==> src/rtl/core/srrw_ram.sv <==
// ----------------------------------------------------------------------------
// srrw_ram
// generic single write, single read ram with registered read data
// ----------------------------------------------------------------------------
module srrw_ram #(
  parameter int WIDTH = 17,
  parameter int DEPTH = 256
) (
  input  logic                     clk,
  input  logic                     wr_en,
  input  logic [$clog2(DEPTH)-1:0] wr_addr,
  input  logic [WIDTH-1:0]         wr_data,
  input  logic                     rd_en,
  input  logic [$clog2(DEPTH)-1:0] rd_addr,
  output logic [WIDTH-1:0]         rd_data
);

  logic [WIDTH-1:0] mem [DEPTH];

  // write port
  always_ff @(posedge clk) begin
    if (wr_en) begin
      mem[wr_addr] <= wr_data;
    end
  end

  // registered read port
  always_ff @(posedge clk) begin
    if (rd_en) begin
      rd_data <= mem[rd_addr];
    end
  end

endmodule

==> config.mk <==
export PLATFORM = sky130hd
export DESIGN_NAME = srrw_ram
export DESIGN_NICKNAME = d
export VERILOG_FILES = /design/src/rtl/core/srrw_ram.sv
export SDC_FILE = /design/constraint.sdc
export NUM_CORES = 2
export LEC_CHECK = 0
export BUFFER_PORTS_ARGS = -buffer_cell sky130_fd_sc_hd__buf_2
export CAP_MARGIN = 20
export CORE_ASPECT_RATIO = 1.1
export CORE_MARGIN = 10
export CORE_UTILIZATION = 38
export CTS_BUF_LIST = sky130_fd_sc_hd__clkbuf_4
export CTS_CLUSTER_SIZE = 20
export DETAILED_ROUTE_END_ITERATION = 10
export GPL_TIMING_DRIVEN = 0
export PLACE_DENSITY_LB_ADDON = 0.08
export SLEW_MARGIN = 30
export SYNTH_ARGS = -nofsm -noshare
export SYNTH_HDL_FRONTEND = slang
export SYNTH_MEMORY_MAX_BITS = 65536
export SYNTH_SLANG_ARGS = --single-unit
==> constraint.sdc <==
create_clock -name clk -period 3.34 [get_ports clk]
set_input_delay 0.334 -clock clk [delete_from_list [all_inputs] [get_ports clk]]
set_output_delay 0.334 -clock clk [all_outputs]
set_load 0.05 [all_outputs]
==> flow_summary.ini <==
[run_status]
run_status = finished, violations left
violations = DRC, setup timing

[pwr]
total_leakage_power_nw = 66.3
power_density_nw_per_um2 = 565
peakVddDrop_v = 0.000386

[logic_synthesis]
async_flop_share_pct = 0
synth_top_area_share_pct = 77.2
synth_simple_gate_area_share_pct = 2.19
syn_nets = 7833
synth_top_family_by_area = multiplexers
synth.distinct_cells = 73
synth_area_leaders = edfxtp_1 77%, mux4_2 12%, mux2i_1 3.0%
synth-xor-area-share_pct = 0
synth_edf_count = 4369
syn_inst = 7797
ys_ff_latch = 4369
yosys_warnings = 0
ys_seq_area_share_pct = 77.2
yosys.area_share.adder_pct = 0
netlist_area_um2 = 170000
synth_mux_area_share_pct = 15.7
synthFlopType = edfxtp_1
synth_area_leader_cell = edfxtp_1
synth-compound-area-share_pct = 2.70
syn_avg_cell_area_um2 = 21.8

[global_routing]
antenna_found_initial = 98
use_met2_pct = 48.2
grt_overflow = 0
grtUsageMet1_pct = 38.8
grt_use_met3_pct = 8.93
grt_pass1_vias = 96700
grt_start_max_net_pins = 117
busiest_layer = met2
grt_use_total_pct = 31.0
grt_pass1_wl_um = 951000

[critical_path]
path_class = in -> reg
crit_top_cell = buf_2
path_delay_family = buffers and inverters
crit_path_max_fanout = 10
cp.required_ps = 4880
cp-start-kind = input port
reg2reg_depth = 6
critPathArrivalTime_ps = 5260
reg2reg_setup_slack_ps = -80
max_stage_delay_ps = 830
path_buf_inv = 5
reg2reg_from = mem[58][1]$_DFFE_PP_
slowest_stage = buf_2
worstSetupEndpointType = flip-flop
crit_chain = buf_4 -> buf_4 -> buf_2 -> buf_2 -> buf_2 -> mux4_2 -> o22ai_1 -> nor3_1 -> nor3_1 -> a2111oi_4
r2r-end = rd_data[1]$_DFFE_PP_

[place]
dpl_worst_slack_ps = -3240
port_buffers = 44
dp_hpwl_um = 535000
dp.cells = 14200
routabilityCongestion = 0.981

[hold_path]
hold_depth = 4
holdPathEnd = mem[88][16]$_DFFE_PP_
hold_start = wr_data[16]
hold_path_class = in -> reg

[drt]
drt_iter0_markers = 14700
viasPerCell = 6.01
wire_per_inst_um = 45.8
drc_errors = 2
firstDrtPassIters = 10
wl_um = 746000
antenna_left = 0
vias = 97900

[timing]
finalMaxSlewViolations = 0
finalWorstSetupSlack_ps = -378
finalCritPeriodShare_pct = 111
fmax_mhz = 269
skew_ps = 134
max-slew-margin-rel_pct = 18.7
hold_viol = 0
post-route-min-period_ps = 3720
finalSetupViolCount = 15
grt_setup_unrepaired = false
tightest_slew_ps = 1220

[flow_run]
max-cap-violations = 0

[clocking]
clockBufferDepth = 5
clock_latency_ps = 1850
htreeDepth = 7
clk_pin_slew_ps = 60
clock_tree.root_cell = clkbuf_4
cts_tree = done
numCtsBuffers = 1220
clkSinkCount = 4369

[final_layout]
synthToLayoutAreaGrowth_pct = 20.5
final_cell_mix = 4369 x edfxtp_1, 1756 x clkbuf_4, 897 x mux4_2
regArea_um2 = 131000
layout.nets = 9562
final_cells = 16300
drive_gt1_share_pct = 37.7
nFillCells = 37900
multi_input_area_um2 = 37300
final_common_cell = edfxtp_1

[floorplanning]
dieHeight_um = 721
num_rows = 257
die_w_um = 657
start_util_pct = 38.1
core-area_um2 = 445000
design.die.area_um2 = 474000
ios = 53
==> through the flow <==
stage / hold WS (ps) / instance area (µm²) / utilization, % / power, mW / TNS (ps)
CTS: 7.91 / 204000 / 45.9 / 116 / 0
floorplan: 433 / 170000 / - / 64.8 / 0
detailed placement: 652 / 189000 / 42.5 / 70.1 / -243440
finish: 183 / 205000 / 46.0 / 116 / -2880
global route: 107 / 205000 / 46.0 / 119 / 0
global placement: 879 / 178000 / 39.9 / 69.8 / -
==> cell type report <==
class / instances / area share (%)
tap: 5957 / 3.64
clock inverter: 220 / 0.507
sequential: 4369 / 64.1
antenna: 73 / 0.0892
clock buffer: 1732 / 6.35
buffer: 465 / 1.89
inverter: 5 / 0.00917
multi-input combinational: 2957 / 18.2
timing repair buffer: 508 / 5.19
==> cell usage after synthesis, types with 8 or more instances <==
cell      count
clkbuf_1    150
nand4_1      21
o21ai_0      42
and3_1        8
buf_12       44
a211oi_1     16
a22oi_1      33
clkbuf_8     12
a22o_1       13
buf_8        30
o22ai_1     186
a31oi_1      14
buf_1        38
nor2b_1      14
nand3_1      65
o311a_1      14
nand2_1     216
mux4_2      897
a32oi_1       9
a21oi_1     108
mux2i_1     509
nor4_1       14
mux4_1       46
o311ai_0     13
nor3_1      109
edfxtp_1   4369
buf_6        57
buf_2        95
o221ai_1    134
nor2_1      333
or3_1        14
buf_4        37
o22a_1       11
mux2_2       20
==> registers in the layout, indices dropped and copies added (netlist names) <==
| signal | count |
|---|---|
| mem | 4352 |
| rd_data | 17 |
==> layer usage <==
metal	vias to the layer above	wire, µm
li1	37400	-
met1	52900	279000
met3	1365	73100
met2	6249	345000
met4	16	48600
met5	-	100
==> how the worst max path moves through the flow <==
stage                         start                     to  depth (start not counted)
5_1_grt        mem[48][0]$_DFFE_PP_   rd_data[0]$_DFFE_PP_                          6
6_report                 rd_addr[1]  rd_data[10]$_DFFE_PP_                         10
4_1_cts        mem[51][3]$_DFFE_PP_   rd_data[3]$_DFFE_PP_                          5
3_5_place_dp             rd_addr[1]   rd_data[4]$_DFFE_PP_                         10
2_1_floorplan            rd_addr[0]  rd_data[13]$_DFFE_PP_                          9
3_3_place_gp             rd_addr[2]  rd_data[15]$_DFFE_PP_                          8
==> what timing repair did <==
item                                    4_1_cts  5_1_grt
hold buffers                                 89        3
cloned                                        0        0
resized for setup                            44        5
endpoints found under the setup margin       17       18
buffers inserted                              0        0
pin swaps                                     3        0
hold endpoints to repair                   6863       76
==> report_power, final <==
part	switching [mW]	leakage, nW	internal (mW)
clock	22.3	8.53	24.1
combinational	6.28	18.5	2.48
sequential	0.0312	39.3	60.5
==> kinds of logic (layout without fill, tap and decap cells) <==
family,count (synthesis),in the layout
AO/OA/AOI/OAI,649,649
buffers and inverters,471,2930
flip-flops,4369,4369
multiplexers,1472,1472
other,0,73
AND/OR/NAND/NOR,836,836
==> worst register-to-register path, cell delays in order, from the launching register on <==
cell and delay (ps):
edfxtp_1 360, mux4_1 550, mux4_2 560, a22o_1 490, a31oi_2 540, a22oi_2 300, and3_1 370
No activity file was read; power rests on OpenSTA's default activity.
